[src/design/mbpf_pkg.sv]
// Shared types and constants of the median baseline pulse finder.
package mbpf_pkg;

  localparam int unsigned WINDOW_MAX_DEF  = 32;
  localparam int unsigned SAMPLE_BITS_DEF = 16;

  localparam int unsigned CFG_IDX_BITS = 3;
  localparam logic [CFG_IDX_BITS-1:0] CFG_WINDOW_LEN   = 3'd0;
  localparam logic [CFG_IDX_BITS-1:0] CFG_PAD_AFTER    = 3'd1;
  localparam logic [CFG_IDX_BITS-1:0] CFG_MAX_LENGTH   = 3'd2;
  localparam logic [CFG_IDX_BITS-1:0] CFG_THRESHOLD    = 3'd3;
  localparam logic [CFG_IDX_BITS-1:0] CFG_INDEX_OFFSET = 3'd4;

  localparam logic [2:0] STAT_QUIET_END = 3'd0;
  localparam logic [2:0] STAT_LEN_LIMIT = 3'd1;
  localparam logic [2:0] STAT_DATA_END  = 3'd2;
  localparam logic [2:0] STAT_NO_PULSE  = 3'd3;
  localparam logic [2:0] STAT_FILL_END  = 3'd4;

  // Control from the sequencer to the sorted chain.
  typedef struct packed {
    logic upd;
    logic flush;
    logic evict;
  } chain_ctl_t;

  // Flags a cell shows its neighbors.
  typedef struct packed {
    logic valid;
    logic gt;
    logic old;
  } cell_flg_t;

endpackage

[src/design/mbpf_cell.sv]
// One cell of the sorted window chain: a value, its age and a valid bit.
module mbpf_cell import mbpf_pkg::*; #(
  parameter int unsigned SAMPLE_BITS = SAMPLE_BITS_DEF,
  parameter int unsigned AGE_BITS    = 5
) (
  input  logic                          clk_i,
  input  logic                          rst_ni,
  input  chain_ctl_t                    ctl_i,
  input  logic signed [SAMPLE_BITS-1:0] sample_i,
  input  logic [AGE_BITS-1:0]           evict_age_i,
  input  logic                          valid_next_i,
  input  logic signed [SAMPLE_BITS-1:0] l_val_i,
  input  logic [AGE_BITS-1:0]           l_age_i,
  input  cell_flg_t                     l_flg_i,
  input  logic signed [SAMPLE_BITS-1:0] r_val_i,
  input  logic [AGE_BITS-1:0]           r_age_i,
  input  cell_flg_t                     r_flg_i,
  input  logic                          rem_i,
  output logic signed [SAMPLE_BITS-1:0] val_o,
  output logic [AGE_BITS-1:0]           age_o,
  output cell_flg_t                     flg_o,
  output logic                          rem_o
);

  logic                          valid_q, valid_d;
  logic signed [SAMPLE_BITS-1:0] val_q, val_d;
  logic [AGE_BITS-1:0]           age_q, age_d;
  logic gt, old, from_left, from_self, from_right;

  assign gt    = valid_q && (val_q > sample_i);
  assign old   = valid_q && ctl_i.evict && (age_q == evict_age_i);
  assign flg_o = '{valid: valid_q, gt: gt, old: old};
  assign rem_o = rem_i | old;
  assign val_o = val_q;
  assign age_o = age_q;

  // Kept entries move down by one if an entry below is removed, up by one if
  // the new sample lands below them.
  assign from_left  = l_flg_i.valid && l_flg_i.gt && !l_flg_i.old && !rem_i;
  assign from_self  = valid_q && !old && (rem_i == gt);
  assign from_right = rem_o && r_flg_i.valid && !r_flg_i.gt && !r_flg_i.old;

  always_comb begin
    valid_d = valid_q;
    val_d   = val_q;
    age_d   = age_q;
    if (ctl_i.flush) begin
      valid_d = 1'b0;
    end else if (ctl_i.upd) begin
      valid_d = valid_next_i;
      if (from_left) begin
        val_d = l_val_i;
        age_d = l_age_i + 1'b1;
      end else if (from_self) begin
        age_d = age_q + 1'b1;
      end else if (from_right) begin
        val_d = r_val_i;
        age_d = r_age_i + 1'b1;
      end else begin
        val_d = sample_i;
        age_d = '0;
      end
    end
  end

  always_ff @(posedge clk_i or negedge rst_ni) begin
    if (!rst_ni) begin
      valid_q <= 1'b0;
    end else begin
      valid_q <= valid_d;
    end
  end

  always_ff @(posedge clk_i) begin
    val_q <= val_d;
    age_q <= age_d;
  end

endmodule

[src/design/mbpf_chain.sv]
// Row of sorted window cells with the median tap.
module mbpf_chain import mbpf_pkg::*; #(
  parameter int unsigned WINDOW_MAX  = WINDOW_MAX_DEF,
  parameter int unsigned SAMPLE_BITS = SAMPLE_BITS_DEF,
  parameter int unsigned AGE_BITS    = 5,
  parameter int unsigned CNT_BITS    = 6
) (
  input  logic                          clk_i,
  input  logic                          rst_ni,
  input  chain_ctl_t                    ctl_i,
  input  logic signed [SAMPLE_BITS-1:0] sample_i,
  input  logic [AGE_BITS-1:0]           evict_age_i,
  input  logic [CNT_BITS-1:0]           new_cnt_i,
  input  logic [AGE_BITS-1:0]           med_idx_i,
  output logic signed [SAMPLE_BITS-1:0] med_val_o
);

  logic signed [SAMPLE_BITS-1:0] val   [WINDOW_MAX];
  logic [AGE_BITS-1:0]           age   [WINDOW_MAX];
  cell_flg_t                     flg   [WINDOW_MAX];
  logic                          rem   [WINDOW_MAX];

  for (genvar i = 0; i < WINDOW_MAX; i++) begin : g_cell
    logic signed [SAMPLE_BITS-1:0] l_val, r_val;
    logic [AGE_BITS-1:0]           l_age, r_age;
    cell_flg_t                     l_flg, r_flg;
    logic                          rem_in;
    logic                          valid_next;

    assign valid_next = (32'(i) < 32'(new_cnt_i));

    if (i == 0) begin : g_first
      assign l_val  = '0;
      assign l_age  = '0;
      assign l_flg  = '0;
      assign rem_in = 1'b0;
    end else begin : g_mid
      assign l_val  = val[i-1];
      assign l_age  = age[i-1];
      assign l_flg  = flg[i-1];
      assign rem_in = rem[i-1];
    end

    if (i == WINDOW_MAX - 1) begin : g_last
      assign r_val = '0;
      assign r_age = '0;
      assign r_flg = '0;
    end else begin : g_inner
      assign r_val = val[i+1];
      assign r_age = age[i+1];
      assign r_flg = flg[i+1];
    end

    mbpf_cell #(
      .SAMPLE_BITS(SAMPLE_BITS),
      .AGE_BITS   (AGE_BITS)
    ) u_cell (
      .clk_i       (clk_i),
      .rst_ni      (rst_ni),
      .ctl_i       (ctl_i),
      .sample_i    (sample_i),
      .evict_age_i (evict_age_i),
      .valid_next_i(valid_next),
      .l_val_i     (l_val),
      .l_age_i     (l_age),
      .l_flg_i     (l_flg),
      .r_val_i     (r_val),
      .r_age_i     (r_age),
      .r_flg_i     (r_flg),
      .rem_i       (rem_in),
      .val_o       (val[i]),
      .age_o       (age[i]),
      .flg_o       (flg[i]),
      .rem_o       (rem[i])
    );
  end

  assign med_val_o = val[med_idx_i];

endmodule

[src/design/median_baseline_pulse_finder.sv]
// Top level of the moving median baseline pulse finder.
//
// Input channel: sample_i/last_i with in_valid_i, accepted when in_stall_o is
// low. Output channel: pulse_start_o, pulse_end_o, baseline_o, status_o with
// out_valid_o, taken when out_stall_i is low. Zero or one result per sample.
// Configuration: cfg_valid_i/cfg_ready_o with cfg_index_i and cfg_data_i;
// write only while no sample is in flight.
// In the accept cycle a sample is sorted into the cell chain (oldest entry
// dropped once the window is full, new one inserted); the EVAL state then
// reads the median and runs the baseline, threshold and tail checks, and the
// result is registered when it fires. No new sample is taken during EVAL.
// A result waiting in the output register does not block acceptance of the
// next sample, but evaluation waits while that result is still stalled.
// Reset empties the window, restarts the sample counter at index_offset and
// loads the register defaults. After every result the window refills.
module median_baseline_pulse_finder import mbpf_pkg::*; #(
  parameter int unsigned WINDOW_MAX  = WINDOW_MAX_DEF,
  parameter int unsigned SAMPLE_BITS = SAMPLE_BITS_DEF
) (
  input  logic                          clk_i,
  input  logic                          rst_ni,
  input  logic                          in_valid_i,
  output logic                          in_stall_o,
  input  logic signed [SAMPLE_BITS-1:0] sample_i,
  input  logic                          last_i,
  output logic                          out_valid_o,
  input  logic                          out_stall_i,
  output logic [31:0]                   pulse_start_o,
  output logic signed [33:0]            pulse_end_o,
  output logic signed [SAMPLE_BITS-1:0] baseline_o,
  output logic [2:0]                    status_o,
  input  logic                          cfg_valid_i,
  output logic                          cfg_ready_o,
  input  logic [CFG_IDX_BITS-1:0]       cfg_index_i,
  input  logic [31:0]                   cfg_data_i
);

  localparam int unsigned AW = (WINDOW_MAX > 1) ? $clog2(WINDOW_MAX) : 1;
  localparam int unsigned CW = $clog2(WINDOW_MAX + 1);
  localparam int unsigned DW = 34;

  typedef enum logic [1:0] {
    ST_IDLE = 2'b01,
    ST_EVAL = 2'b10
  } seq_e;

  typedef enum logic [2:0] {
    PH_FILL   = 3'b001,
    PH_SEARCH = 3'b010,
    PH_TAIL   = 3'b100
  } phase_e;

  seq_e   st_q, st_d;
  phase_e phase_q, phase_d;

  logic [5:0]         wlen_q;
  logic [15:0]        pad_q, maxlen_q;
  logic signed [16:0] thr_q;
  logic [31:0]        offset_q;

  logic [31:0]        cnt_q, idx_q;
  logic [CW-1:0]      fill_q, fill_d, win_n_q, win_n_d;
  logic [31:0]        start_q, start_d;
  logic signed [SAMPLE_BITS-1:0] base_q, base_d;
  logic [16:0]        quiet_q, quiet_d, span_q, span_d;
  logic signed [SAMPLE_BITS-1:0] smp_q;
  logic               last_q;

  logic               out_valid_q;
  logic [31:0]        o_start_q;
  logic signed [33:0] o_end_q;
  logic signed [SAMPLE_BITS-1:0] o_base_q;
  logic [2:0]         o_stat_q;

  logic               accept, eval_fire, emit;
  logic [31:0]        em_start;
  logic [16:0]        em_span;
  logic signed [SAMPLE_BITS-1:0] em_base;
  logic [2:0]         em_stat;

  chain_ctl_t         ctl;
  logic [CW-1:0]      new_cnt, n_clamp, n_eff;
  logic [AW-1:0]      med_idx;
  logic signed [SAMPLE_BITS-1:0] med;
  logic signed [DW-1:0] diff;
  logic               loud;
  logic [16:0]        limit;

  assign cfg_ready_o = 1'b1;
  assign in_stall_o  = (st_q != ST_IDLE);
  assign accept      = in_valid_i && (st_q == ST_IDLE);
  assign eval_fire   = (st_q == ST_EVAL) && !(out_valid_q && out_stall_i);

  // Chain is updated in the accept cycle; tail samples stay out of the window.
  assign new_cnt   = (phase_q == PH_SEARCH) ? win_n_q : fill_q + 1'b1;
  assign ctl.upd   = accept && (phase_q != PH_TAIL);
  assign ctl.evict = (phase_q == PH_SEARCH);
  assign ctl.flush = eval_fire && emit;
  assign med_idx   = AW'((win_n_q - 1'b1) >> 1);

  mbpf_chain #(
    .WINDOW_MAX (WINDOW_MAX),
    .SAMPLE_BITS(SAMPLE_BITS),
    .AGE_BITS   (AW),
    .CNT_BITS   (CW)
  ) u_chain (
    .clk_i      (clk_i),
    .rst_ni     (rst_ni),
    .ctl_i      (ctl),
    .sample_i   (sample_i),
    .evict_age_i(AW'(win_n_q - 1'b1)),
    .new_cnt_i  (new_cnt),
    .med_idx_i  (med_idx),
    .med_val_o  (med)
  );

  always_comb begin
    if (wlen_q == '0) begin
      n_clamp = CW'(1);
    end else if (32'(wlen_q) > WINDOW_MAX) begin
      n_clamp = CW'(WINDOW_MAX);
    end else begin
      n_clamp = CW'(wlen_q);
    end
  end
  assign n_eff = (fill_q == '0) ? n_clamp : win_n_q;

  assign diff  = (phase_q == PH_TAIL) ? DW'(smp_q) - DW'(base_q) : DW'(smp_q) - DW'(med);
  assign loud  = diff > DW'(thr_q);
  assign limit = {1'b0, maxlen_q} + {1'b0, pad_q};

  always_comb begin
    phase_d  = phase_q;
    fill_d   = fill_q;
    win_n_d  = win_n_q;
    start_d  = start_q;
    base_d   = base_q;
    quiet_d  = quiet_q;
    span_d   = span_q;
    emit     = 1'b0;
    em_start = idx_q + 32'd1;
    em_span  = 17'd1;
    em_base  = '0;
    em_stat  = STAT_FILL_END;
    unique case (phase_q)
      PH_SEARCH: begin
        em_base = med;
        if (loud) begin
          phase_d = PH_TAIL;
          start_d = idx_q;
          base_d  = med;
          quiet_d = '0;
          span_d  = 17'd1;
        end else if (last_q) begin
          emit    = 1'b1;
          em_stat = STAT_NO_PULSE;
        end
      end
      PH_TAIL: begin
        if (loud) begin
          quiet_d = '0;
        end else if (quiet_q != '1) begin
          quiet_d = quiet_q + 1'b1;
        end
        if (span_q != '1) begin
          span_d = span_q + 1'b1;
        end
      end
      default: begin
        win_n_d = n_eff;
        fill_d  = fill_q + 1'b1;
        if (fill_d >= n_eff) begin
          phase_d = PH_SEARCH;
        end
        if (last_q) begin
          emit = 1'b1;
        end
      end
    endcase
    // Tail end checks, also on the start sample itself.
    if (phase_d == PH_TAIL) begin
      em_start = start_d;
      em_span  = span_d;
      em_base  = base_d;
      if (quiet_d >= {1'b0, pad_q}) begin
        emit    = 1'b1;
        em_stat = STAT_QUIET_END;
      end else if (span_d >= limit) begin
        emit    = 1'b1;
        em_stat = STAT_LEN_LIMIT;
      end else if (last_q) begin
        emit    = 1'b1;
        em_stat = STAT_DATA_END;
      end
    end
    if (emit) begin
      phase_d = PH_FILL;
      fill_d  = '0;
    end
  end

  always_comb begin
    st_d = st_q;
    unique case (st_q)
      ST_IDLE: if (accept) st_d = ST_EVAL;
      ST_EVAL: if (eval_fire) st_d = ST_IDLE;
      default: st_d = ST_IDLE;
    endcase
  end

  always_ff @(posedge clk_i or negedge rst_ni) begin
    if (!rst_ni) begin
      st_q        <= ST_IDLE;
      phase_q     <= PH_FILL;
      wlen_q      <= 6'd15;
      pad_q       <= 16'd8;
      maxlen_q    <= 16'd256;
      thr_q       <= 17'sd100;
      offset_q    <= '0;
      cnt_q       <= '0;
      fill_q      <= '0;
      win_n_q     <= CW'(1);
      start_q     <= '0;
      base_q      <= '0;
      quiet_q     <= '0;
      span_q      <= '0;
      out_valid_q <= 1'b0;
    end else begin
      st_q <= st_d;
      if (cfg_valid_i) begin
        unique case (cfg_index_i)
          CFG_WINDOW_LEN:   wlen_q   <= cfg_data_i[5:0];
          CFG_PAD_AFTER:    pad_q    <= cfg_data_i[15:0];
          CFG_MAX_LENGTH:   maxlen_q <= cfg_data_i[15:0];
          CFG_THRESHOLD:    thr_q    <= cfg_data_i[16:0];
          CFG_INDEX_OFFSET: offset_q <= cfg_data_i;
          default: ;
        endcase
      end
      if (accept) begin
        cnt_q <= cnt_q + 32'd1;
      end
      if (eval_fire) begin
        phase_q <= phase_d;
        fill_q  <= fill_d;
        win_n_q <= win_n_d;
        start_q <= start_d;
        base_q  <= base_d;
        quiet_q <= quiet_d;
        span_q  <= span_d;
      end
      if (eval_fire && emit) begin
        out_valid_q <= 1'b1;
      end else if (!out_stall_i) begin
        out_valid_q <= 1'b0;
      end
    end
  end

  always_ff @(posedge clk_i) begin
    if (accept) begin
      smp_q  <= sample_i;
      last_q <= last_i;
      idx_q  <= offset_q + cnt_q;
    end
    if (eval_fire && emit) begin
      o_start_q <= em_start;
      o_end_q   <= $signed({2'b00, em_start} + {17'd0, em_span} - {18'd0, pad_q});
      o_base_q  <= em_base;
      o_stat_q  <= em_stat;
    end
  end

  assign out_valid_o   = out_valid_q;
  assign pulse_start_o = o_start_q;
  assign pulse_end_o   = o_end_q;
  assign baseline_o    = o_base_q;
  assign status_o      = o_stat_q;

`ifndef ASSERT_OFF
  a_accept_eval: assert property (@(posedge clk_i) disable iff (!rst_ni)
    accept |=> (st_q == ST_EVAL))
    else $error("accepted sample not evaluated");
  a_result_src: assert property (@(posedge clk_i) disable iff (!rst_ni)
    $rose(out_valid_q) |-> $past(st_q == ST_EVAL))
    else $error("result without evaluation");
  a_tail_span: assert property (@(posedge clk_i) disable iff (!rst_ni)
    (phase_q == PH_TAIL) |-> (span_q != '0) && (quiet_q < span_q))
    else $error("tail counters inconsistent");
  a_fill_cnt: assert property (@(posedge clk_i) disable iff (!rst_ni)
    (phase_q == PH_FILL) && (fill_q != '0) |-> (fill_q < win_n_q))
    else $error("fill count beyond window");
`endif

endmodule

[config.mk]
export PLATFORM = sky130hd
export DESIGN_NAME = median_baseline_pulse_finder
export DESIGN_NICKNAME = d
export VERILOG_FILES = /design/src/design/mbpf_pkg.sv /design/src/design/mbpf_cell.sv /design/src/design/mbpf_chain.sv /design/src/design/median_baseline_pulse_finder.sv
export SDC_FILE = /design/constraint.sdc
export NUM_CORES = 2
export LEC_CHECK = 0
export ABC_AREA = 1
export BUFFER_PORTS_ARGS = -buffer_cell sky130_fd_sc_hd__buf_2
export CAP_MARGIN = 10
export CORE_UTILIZATION = 49
export DETAILED_ROUTE_END_ITERATION = 10
export GPL_ROUTABILITY_DRIVEN = 0
export PLACE_DENSITY = 0.66
export SLEW_MARGIN = 0
export SYNTH_ARGS = -nofsm -noshare
export SYNTH_HDL_FRONTEND = slang
export SYNTH_HIERARCHICAL = 1
export SYNTH_SLANG_ARGS = --single-unit
[constraint.sdc]
create_clock -name clk_i -period 17.8 [get_ports clk_i]
set_clock_uncertainty 0.05 [all_clocks]
set_input_delay 3.56 -clock clk_i [delete_from_list [all_inputs] [get_ports clk_i]]
set_output_delay 3.56 -clock clk_i [all_outputs]
set_load 0.01 [all_outputs]
==> After elaboration in Yosys (flattened, before gate mapping) <==
Cells that the tools add are included.
{ "totals": {"reg_bits": 1057, "in_bits": 57, "output_inout_bits": 88, "word_cells": 1168} }
{ "op_classes": {"add_sub_neg": 44, "magnitude_cmp": 70, "n_eq_ne": 111, "muxes": 299, "n_bitwise": 35, "reduce_logical": 491} }
{ "ops": {"columns": ["op", "count"], "rows": [
  ["$mux 16", 99],
  ["$gt 16x16->1", 32],
  ["$mux 5", 94],
  ["$logic_and 1x1->1", 351],
  ["$add 5x1->5 const B", 32],
  ["$eq 5x5->1", 32],
  ["$mux 17", 6],
  ["$lt 5x6->1 const A", 16],
  ["$mux 32", 3],
  ["$reduce_and 3->1", 32],
  ["$logic_not 1->1", 94],
  ["$bmux 16 s5", 1],
  ["$mux 1", 72],
  ["$pmux 17 s2", 2],
  ["$ne 2x2->1 const B", 33],
  ["$add 32x1->32 const B", 2],
  ["$lt 4x6->1 const A", 8],
  ["$mux 6", 6],
  ["$add 17x1->17 const B", 2],
  ["$gt 34x17->1", 1],
  ["$mux 34", 1],
  ["$ne 17x17->1 const B", 2],
  ["$sub 16x16->17", 2],
  ["$sub 33x16->34", 1],
  ["other kinds (34)", 126]
]} }

==> Depth between registers and ports, before layout <==
{ "depth": {"word_depth": 39, "depth_mapped": 76, "mapped_depth_nobuf": 76} }

==> Hierarchy <==
Netlist, hierarchy kept.
{ "by_module_without_submodules": {"columns": ["module", "instances", "cells_per_inst", "area_each_um2", "seq_area_each_um2"], "rows": [
  ["mbpf_cell at u_chain.g_cell[0].u_cell ...", 31, 268, 2035.7, 655.6],
  ["median_baseline_pulse_finder", 1, 2701, 22779.3, 9519.1],
  ["mbpf_chain", 1, 1282, 5676.7, 0.0],
  ["mbpf_cell at u_chain.g_cell[30].u_cell", 1, 269, 1983.2, 655.6]
]} }

==> Least setup slack after synthesis <==
Ideal clock, no wire load.
{ "synth_path": {"kind": "register to register", "from": "reg win_n_q[0]", "to": "reg u_chain.g_cell[31].u_cell.val_q[0], enable pin", "setup_time_ns": 0.323, "t_arrival_ns": 14.452, "required_ns": 17.427, "setup_slack_ns": 2.976, "stages_incl_launch_ff": 72, "path_buffers": 0, "period_less_slack_ns": 14.824, "path_cell_list": "dfstp_2 > inv_1 > nand3_1 > xor2_1 > o22ai_1 > a211oi_1 > nand3_1 > nand2_4 > bufinv_8 > nand2_4 > bufinv_8 > nand2_4 > bufinv_8 > nand2_4 > bufinv_8 > nand2_4 > bufinv_8 > nand2_4 > [... 36 more ...] > bufinv_8 > nand2_4 > bufinv_8 > nand2_4 > bufinv_8 > nand2_4 > bufinv_8 > nand2_4 > bufinv_8 > nand2_4 > bufinv_8 > nand2_4 > inv_1 > nand2_4 > bufinv_8 > nand3_2 > nand3_4 > o21a_1"} }
{ "synth_between": {"elab_chain_len": 37, "word_cells_on_any_way": 133, "classes_between": "2 x add/sub; 4 x order compare; 35 x eq/ne; 19 x mux; 32 x bitwise; 41 x reduce/logical"} }
{ "synth_lines": {"columns": ["element", "line_no", "rtl"], "rows": [
  ["start, declared", "median_baseline_pulse_finder.sv:62", "logic [CW-1:0] fill_q, fill_d, win_n_q, win_n_d;"],
  ["start signal, assigned", "median_baseline_pulse_finder.sv:246", "win_n_q <= win_n_d;"],
  ["$sub 6x1->6 *", "median_baseline_pulse_finder.sv:111", ".evict_age_i(AW'(win_n_q - 1'b1)),"],
  ["via med_idx[2]", "median_baseline_pulse_finder.sv:83", "logic [AW-1:0] med_idx;"],
  ["$eq 5x5->1 *", "mbpf_cell.sv:31", "assign old = valid_q && ctl_i.evict && (age_q == evict_age_i);"],
  ["$logic_and 1x1->1 *", "mbpf_cell.sv:31", null],
  ["via u_chain.g_cell[1].rem_in", "mbpf_chain.sv:27", "logic rem_in;"],
  ["$or 1x1->1 *", "mbpf_cell.sv:33", "assign rem_o = rem_i | old;"],
  ["via u_chain.g_cell[2].rem_in", "mbpf_chain.sv:27", null],
  ["$or 1x1->1 *", "mbpf_cell.sv:33", null],
  ["via u_chain.g_cell[3].rem_in", "mbpf_chain.sv:27", null],
  ["[... 1 more ...]", null, null],
  ["via u_chain.g_cell[4].rem_in", "mbpf_chain.sv:27", null],
  ["[... 1 more ...]", null, null],
  ["via u_chain.g_cell[5].rem_in", "mbpf_chain.sv:27", null],
  ["[... 1 more ...]", null, null],
  ["via u_chain.g_cell[6].rem_in", "mbpf_chain.sv:27", null],
  ["[... 1 more ...]", null, null],
  ["via u_chain.g_cell[7].rem_in", "mbpf_chain.sv:27", null],
  ["[... 1 more ...]", null, null],
  ["via u_chain.g_cell[8].rem_in", "mbpf_chain.sv:27", null],
  ["[... 1 more ...]", null, null],
  ["via u_chain.g_cell[9].rem_in", "mbpf_chain.sv:27", null],
  ["[... 1 more ...]", null, null],
  ["via u_chain.g_cell[10].rem_in", "mbpf_chain.sv:27", null],
  ["[... 1 more ...]", null, null],
  ["via u_chain.g_cell[11].rem_in", "mbpf_chain.sv:27", null],
  ["[... 1 more ...]", null, null],
  ["via u_chain.g_cell[12].rem_in", "mbpf_chain.sv:27", null],
  ["[... 1 more ...]", null, null],
  ["via u_chain.g_cell[13].rem_in", "mbpf_chain.sv:27", null],
  ["[... 1 more ...]", null, null],
  ["via u_chain.g_cell[14].rem_in", "mbpf_chain.sv:27", null],
  ["[... 1 more ...]", null, null],
  ["via u_chain.g_cell[15].rem_in", "mbpf_chain.sv:27", null],
  ["[... 1 more ...]", null, null],
  ["via u_chain.g_cell[16].rem_in", "mbpf_chain.sv:27", null],
  ["[... 1 more ...]", null, null],
  ["via u_chain.g_cell[17].rem_in", "mbpf_chain.sv:27", null],
  ["[... 1 more ...]", null, null],
  ["via u_chain.g_cell[18].rem_in", "mbpf_chain.sv:27", null],
  ["[... 1 more ...]", null, null],
  ["via u_chain.g_cell[19].rem_in", "mbpf_chain.sv:27", null],
  ["[... 1 more ...]", null, null],
  ["via u_chain.g_cell[20].rem_in", "mbpf_chain.sv:27", null],
  ["[... 1 more ...]", null, null],
  ["via u_chain.g_cell[21].rem_in", "mbpf_chain.sv:27", null],
  ["[... 1 more ...]", null, null],
  ["via u_chain.g_cell[22].rem_in", "mbpf_chain.sv:27", null],
  ["[... 1 more ...]", null, null],
  ["via u_chain.g_cell[23].rem_in", "mbpf_chain.sv:27", null],
  ["[... 1 more ...]", null, null],
  ["via u_chain.g_cell[24].rem_in", "mbpf_chain.sv:27", null],
  ["[... 1 more ...]", null, null],
  ["via u_chain.g_cell[25].rem_in", "mbpf_chain.sv:27", null],
  ["[... 1 more ...]", null, null],
  ["via u_chain.g_cell[26].rem_in", "mbpf_chain.sv:27", null],
  ["[... 1 more ...]", null, null],
  ["via u_chain.g_cell[27].rem_in", "mbpf_chain.sv:27", null],
  ["[... 1 more ...]", null, null],
  ["via u_chain.g_cell[28].rem_in", "mbpf_chain.sv:27", null],
  ["[... 1 more ...]", null, null],
  ["via u_chain.g_cell[29].rem_in", "mbpf_chain.sv:27", null],
  ["$or 1x1->1 *", "mbpf_cell.sv:33", null],
  ["via u_chain.g_cell[30].rem_in", "mbpf_chain.sv:27", null],
  ["$or 1x1->1 *", "mbpf_cell.sv:33", null],
  ["via u_chain.g_cell[31].rem_in", "mbpf_chain.sv:27", null],
  ["$eq 1x1->1 or $logic_not 1->1 (tied branches)", "mbpf_cell.sv:40, mbpf_cell.sv:39", null],
  ["$logic_and 1x1->1 (on tied branches)", "mbpf_cell.sv:40, mbpf_cell.sv:39", null],
  ["$ne 2x2->1 (no line) *", null, null],
  ["$reduce_and 3->1 (no line) *", null, null],
  ["end signal, assigned", "mbpf_cell.sv:75", "val_q <= val_d;"],
  ["end, declared", "mbpf_cell.sv:26", "logic signed [SAMPLE_BITS-1:0] val_q, val_d;"]
]} }
The timed path passes the listed nets; every way through them passes the cells marked *. The select of a mux whose other input is x is not followed.
A chain may end at the register's enable or synchronous reset.

==> Final worst setup path <==
{ "layout_path": {"from": "reg win_n_q[0]", "to": "reg u_chain.g_cell[30].u_cell.age_q[0] (data pin)"} }
{ "layout_between": {"elab_chain_len": 39, "word_cells_on_any_way": 110, "classes_between": "1 x add/sub; 33 x eq/ne; 3 x mux; 30 x bitwise; 43 x reduce/logical"} }
{ "layout_lines": {"columns": ["element", "line_no", "rtl"], "rows": [
  ["$sub 6x1->6", "median_baseline_pulse_finder.sv:111", null],
  ["via med_idx[2]", "median_baseline_pulse_finder.sv:83", null],
  ["$eq 5x5->1", "mbpf_cell.sv:31", null],
  ["$logic_and 1x1->1", "mbpf_cell.sv:31", null],
  ["via u_chain.g_cell[1].rem_in", "mbpf_chain.sv:27", null],
  ["$or 1x1->1", "mbpf_cell.sv:33", null],
  ["via u_chain.g_cell[2].rem_in", "mbpf_chain.sv:27", null],
  ["$or 1x1->1", "mbpf_cell.sv:33", null],
  ["via u_chain.g_cell[3].rem_in", "mbpf_chain.sv:27", null],
  ["[... 1 more ...]", null, null],
  ["via u_chain.g_cell[4].rem_in", "mbpf_chain.sv:27", null],
  ["[... 1 more ...]", null, null],
  ["via u_chain.g_cell[5].rem_in", "mbpf_chain.sv:27", null],
  ["[... 1 more ...]", null, null],
  ["via u_chain.g_cell[6].rem_in", "mbpf_chain.sv:27", null],
  ["[... 1 more ...]", null, null],
  ["via u_chain.g_cell[7].rem_in", "mbpf_chain.sv:27", null],
  ["[... 1 more ...]", null, null],
  ["via u_chain.g_cell[8].rem_in", "mbpf_chain.sv:27", null],
  ["[... 1 more ...]", null, null],
  ["via u_chain.g_cell[9].rem_in", "mbpf_chain.sv:27", null],
  ["[... 1 more ...]", null, null],
  ["via u_chain.g_cell[10].rem_in", "mbpf_chain.sv:27", null],
  ["[... 1 more ...]", null, null],
  ["via u_chain.g_cell[11].rem_in", "mbpf_chain.sv:27", null],
  ["[... 1 more ...]", null, null],
  ["via u_chain.g_cell[12].rem_in", "mbpf_chain.sv:27", null],
  ["[... 1 more ...]", null, null],
  ["via u_chain.g_cell[13].rem_in", "mbpf_chain.sv:27", null],
  ["[... 1 more ...]", null, null],
  ["via u_chain.g_cell[14].rem_in", "mbpf_chain.sv:27", null],
  ["[... 1 more ...]", null, null],
  ["via u_chain.g_cell[15].rem_in", "mbpf_chain.sv:27", null],
  ["[... 1 more ...]", null, null],
  ["via u_chain.g_cell[16].rem_in", "mbpf_chain.sv:27", null],
  ["[... 1 more ...]", null, null],
  ["via u_chain.g_cell[17].rem_in", "mbpf_chain.sv:27", null],
  ["[... 1 more ...]", null, null],
  ["via u_chain.g_cell[18].rem_in", "mbpf_chain.sv:27", null],
  ["[... 1 more ...]", null, null],
  ["via u_chain.g_cell[19].rem_in", "mbpf_chain.sv:27", null],
  ["[... 1 more ...]", null, null],
  ["via u_chain.g_cell[20].rem_in", "mbpf_chain.sv:27", null],
  ["[... 1 more ...]", null, null],
  ["via u_chain.g_cell[21].rem_in", "mbpf_chain.sv:27", null],
  ["[... 1 more ...]", null, null],
  ["via u_chain.g_cell[22].rem_in", "mbpf_chain.sv:27", null],
  ["[... 1 more ...]", null, null],
  ["via u_chain.g_cell[23].rem_in", "mbpf_chain.sv:27", null],
  ["[... 1 more ...]", null, null],
  ["via u_chain.g_cell[24].rem_in", "mbpf_chain.sv:27", null],
  ["[... 1 more ...]", null, null],
  ["via u_chain.g_cell[25].rem_in", "mbpf_chain.sv:27", null],
  ["[... 1 more ...]", null, null],
  ["via u_chain.g_cell[26].rem_in", "mbpf_chain.sv:27", null],
  ["[... 1 more ...]", null, null],
  ["via u_chain.g_cell[27].rem_in", "mbpf_chain.sv:27", null],
  ["[... 1 more ...]", null, null],
  ["via u_chain.g_cell[28].rem_in", "mbpf_chain.sv:27", null],
  ["[... 1 more ...]", null, null],
  ["via u_chain.g_cell[29].rem_in", "mbpf_chain.sv:27", null],
  ["$or 1x1->1", "mbpf_cell.sv:33", null],
  ["via u_chain.g_cell[30].rem_in", "mbpf_chain.sv:27", null],
  ["$or 1x1->1", "mbpf_cell.sv:33", null],
  ["via u_chain.g_cell[31].rem_in", "mbpf_chain.sv:27", null],
  ["$logic_and 1x1->1 (3 in series)", "mbpf_cell.sv:41", "assign from_right = rem_o && r_flg_i.valid && !r_flg_i.gt && !r_flg_i.old;"],
  ["$mux 5", "mbpf_cell.sv:56", "end else if (from_right) begin"],
  ["$mux 5", "mbpf_cell.sv:54", "end else if (from_self) begin"],
  ["$mux 5", "mbpf_cell.sv:51", "if (from_left) begin"],
  ["end signal, assigned", "mbpf_cell.sv:76", "age_q <= age_d;"],
  ["end, declared", "mbpf_cell.sv:27", "logic [AGE_BITS-1:0] age_q, age_d;"]
]} }
The timed path passes the listed nets, and every way through them passes these cells.

==> flow_summary.rst <==
.. list-table::
   :header-rows: 1

   * - Metric
     - Value
   * - Leakage power
     - around 48 nW
   * - Nets
     - approximately 13000
   * - Initial Utilization
     - 49.2%
   * - Most repeated cell in the gate-level netlist after synthesis
     - nand2_1
   * - Top cell family by delay on the critical path
     - buffers and inverters
   * - Sequential share of the synthesized area
     - about a third
   * - Post-synth top area cell
     - edfxtp_1
   * - Switching part of the total power
     - between 50% and 60%
   * - Fraction of synthesis flops using an asynchronous set or reset pin
     - a little under a quarter
   * - Final HPWL DP
     - between 200 and 250 mm
   * - Clock power frac
     - approximately 16%
   * - CTS Sinks
     - around 1100
   * - Post-layout worst setup margin
     - around 3.2 ns
   * - Routed wire length
     - about 320 mm
   * - Sequential cell fraction of total power
     - between 20% and 30%
   * - Mean instance size in the synthesized netlist
     - between 7 and 8 sq um
   * - Buf+Inv Stages, Crit Path
     - 33
   * - Number of DRC markers after the initial detailed-route iteration
     - approximately 9800
   * - Relative max-transition margin
     - 12.0%
   * - Max-cap check violation count
     - 0
   * - Chip Width
     - 439 um
   * - Row Count
     - 160
   * - Path type of the worst min-delay path
     - reg -> reg
   * - Antenna violations before repair
     - 15
   * - Root Buffer
     - clkbuf_16
   * - CTS tree
     - yes
   * - Total via count in the routed design
     - between 80000 and 90000
   * - Place WS
     - 3.35 ns
   * - Achievable clock frequency
     - just under 0.07 GHz
   * - Most used flip-flop cell after synthesis
     - edfxtp_1
   * - Top area cells in the synthesized netlist
     - edfxtp_1 26%, nand2_1 15%, ha_1 10%
   * - CTS clk-pin slew, worst paths
     - 0.06 ns
   * - Final Critical Period
     - about 15 ns
   * - Die area
     - between 150000 and 200000 sq um
   * - Nature of the critical path endpoint
     - flip-flop
   * - Synth cell types
     - 78
   * - Count of yosys warnings during synthesis
     - 6
   * - Cell occurring most often along the worst timing path
     - nand2_4
   * - Tcrit/Tclk final
     - between 80% and 90%
   * - CTS H-tree lvls
     - 4
   * - Number of cells produced by synthesis
     - ~13000
   * - Number of enable-type register cells in the synthesized netlist
     - between 800 and 900
   * - Startpoint class of the critical path
     - flip-flop
   * - Post-route total power
     - 0.0182 W
   * - Type of the setup path with the least slack
     - reg -> reg
   * - Remaining antenna violation count after routing
     - 0
   * - Worst-case clock buffer depth
     - 3
   * - Setup Total Neg Slack
     - 0 ns
   * - Area Overhead vs Synth
     - 7.18%
   * - Final number of hold-violating endpoints
     - 0
   * - Area of the mapped netlist
     - 93500 sq um
   * - Post-CTS repair timing setup buffer count
     - 0
   * - Slew Viols, Final
     - 0
   * - Total overflow reported by the global router
     - 0
   * - Die outline height
     - 439 um
   * - Global Route Usage Sum
     - a little under a third
   * - Number of port buffers
     - about 140
   * - Final setup vio count
     - 0
   * - Pin count of the biggest net entering global routing
     - ~160
   * - Relative contribution of combinational cells to total power
     - approximately 60%
   * - Ratio of cells with drive above 1 in the final layout
     - roughly a tenth
   * - Reported net switching power
     - roughly 0.0096 W
   * - Worst Path Required
     - ~18 ns
   * - Pwr dens
     - 182 nW/um^2
   * - Setup repair after global routing missed its margin
     - false
   * - Highest cell delay on the worst timing path
     - 0.57 ns
   * - Count of hold-fix buffers inserted at cts
     - 0
   * - Routed wire per std cell
     - about 21 um
   * - Clk_lat worst skew
     - roughly 0.84 ns
   * - Number of optimization iterations in the first detailed-route pass
     - 8
   * - Int Pwr
     - ~0.0086 W
   * - Vias in the first global route
     - between 80000 and 90000
   * - Outcome
     - finished, final reports clean
   * - Worst Max-Slew Pin Slew
     - 1.31 ns
   * - Worst Path Max Fanout
     - 34
   * - Core Area
     - between 150000 and 200000 sq um
   * - Portion of synthesized cell area occupied by the leading cell type
     - 25.9%
   * - Peak VDD IR
     - approximately 0.16 mV
   * - Arrival time at the worst endpoint
     - approximately 15 ns
   * - Post-detailed-route DRC marker count
     - 0
   * - Wire length of the first global-routing pass
     - roughly 480 mm
   * - Num CTS Buffers
     - 134
   * - Crit path max-delay cell type
     - nand2_1
   * - Quantity of gates resized following cts
     - 0
   * - Flip-flop and latch count after synthesis
     - 1057
   * - IO Pins
     - 145
   * - Vias per Instance
     - slightly below 6
   * - Leading post-synthesis cells by instance count
     - 3666 x nand2_1, 1570 x inv_1, 993 x o21ai_1
layout by cell type, fill, tap and decap left out, types with 41 or more instances in the layout:
cell type / instances
nand2_2: 130
xor2_1: 224
inv_2: 84
nand3_1: 943
inv_1: 1566
conb_1: 70
xnor2_1: 98
dfrtp_1: 239
nor2_1: 468
clkbuf_16: 137
a21oi_1: 340
nor3_1: 59
nand2_1: 3665
o21ai_1: 993
or2_2: 67
a211oi_1: 62
nand3_2: 68
nand2_4: 68
bufinv_8: 62
a31oi_1: 49
o21a_1: 41
o21bai_1: 72
nand4_1: 376
edfxtp_1: 806
buf_4: 87
buf_2: 134
nor2_2: 71
o21ai_0: 343
ha_1: 770
state kept, by name, summed over array words and instances (netlist names), 17 cells and up:
name / flops
u_chain/g_cell.u_cell/age_o: 160
u_chain/g_cell.u_cell/valid_q: 32
thr_q: 17
start_q: 32
cnt_q: 32
span_q: 17
u_chain/g_cell.u_cell/val_o: 512
idx_q: 32
pulse_start_o: 32
pulse_end_o: 34
offset_q: 32
quiet_q: 17
worst min-delay path, stage by stage (launching register included):
cell	delay, ns
dfrtp_1	0.34
nand2_1	0.05
o21ai_0	0.06
power groups by stage:
stage	Sequential, W	Combinational [W]	Clock [W]
2_1_floorplan	0.00412	0.00774	0
3_3_place_gp	0.00453	0.0102	0
3_5_place_dp	0.00454	0.0105	0
4_1_cts	0.00450	0.0106	0.00287
5_1_grt	0.00459	0.0119	0.00295
6_report	0.00453	0.0109	0.00284
metal layers:
layer | global-route usage, % | part of all wire, % | vias to the layer above
li1 | - | - | 41800
met1 | 40.0 | 39 | 41500
met2 | 51.4 | 46 | 4114
met3 | 5.45 | 8.6 | 965
met4 | 18.9 | 6.3 | 16
met5 | 0 | 0.036 | -
cell families after synthesis:
family,count (synthesis),share of synthesized area [%]
AO/OA/AOI/OAI,2062,12.3
XOR/XNOR,325,3.04
adder cells (fa/ha/maj),789,10.7
buffers and inverters,2180,10.8
flip-flops,1057,32.6
multiplexers,34,0.384
other,2,0.00803
AND/OR/NAND/NOR,6111,30.2
metrics by stage:
stage,area (sq um),util (%),instances,hold WS (ns)
after floorplan,93800,-,12600,0.398
after global placement,95700,50.4,14900,0.414
after detailed placement,95700,50.4,14900,0.423
after global routing,100000,52.8,15200,0.450
final,100000,52.8,15200,0.434
after CTS,100000,52.7,15200,0.437
final cells by class:
class / instances / area (sq um)
well taps: 2511 / 3140
repair buffers: 230 / 1520
fillers: 18000 / 89700
inverters: 1718 / 7330
multi-input cells: 9391 / 53300
diodes: 2 / 5.00
clock buffers: 187 / 3780
clock inverters: 61 / 702
flip-flops and latches: 1057 / 30500
worst paths after layout:
path                       slack, ns  cells after the start                            endpoint       start
min reg2reg                     0.43                      2                          base_q[14]  base_q[14]
max                             3.17                     74  u_chain/g_cell[30].u_cell/age_o[0]  win_n_q[0]
min in group asynchronous       2.69                      1                         start_q[23]      rst_ni
min                             0.43                      2                          base_q[14]  base_q[14]
max reg2reg                     3.17                     74  u_chain/g_cell[30].u_cell/age_o[0]  win_n_q[0]
max in group asynchronous      13.65                      2   u_chain/g_cell[31].u_cell/valid_q      rst_ni
No activity file was read; power rests on OpenSTA's default activity.
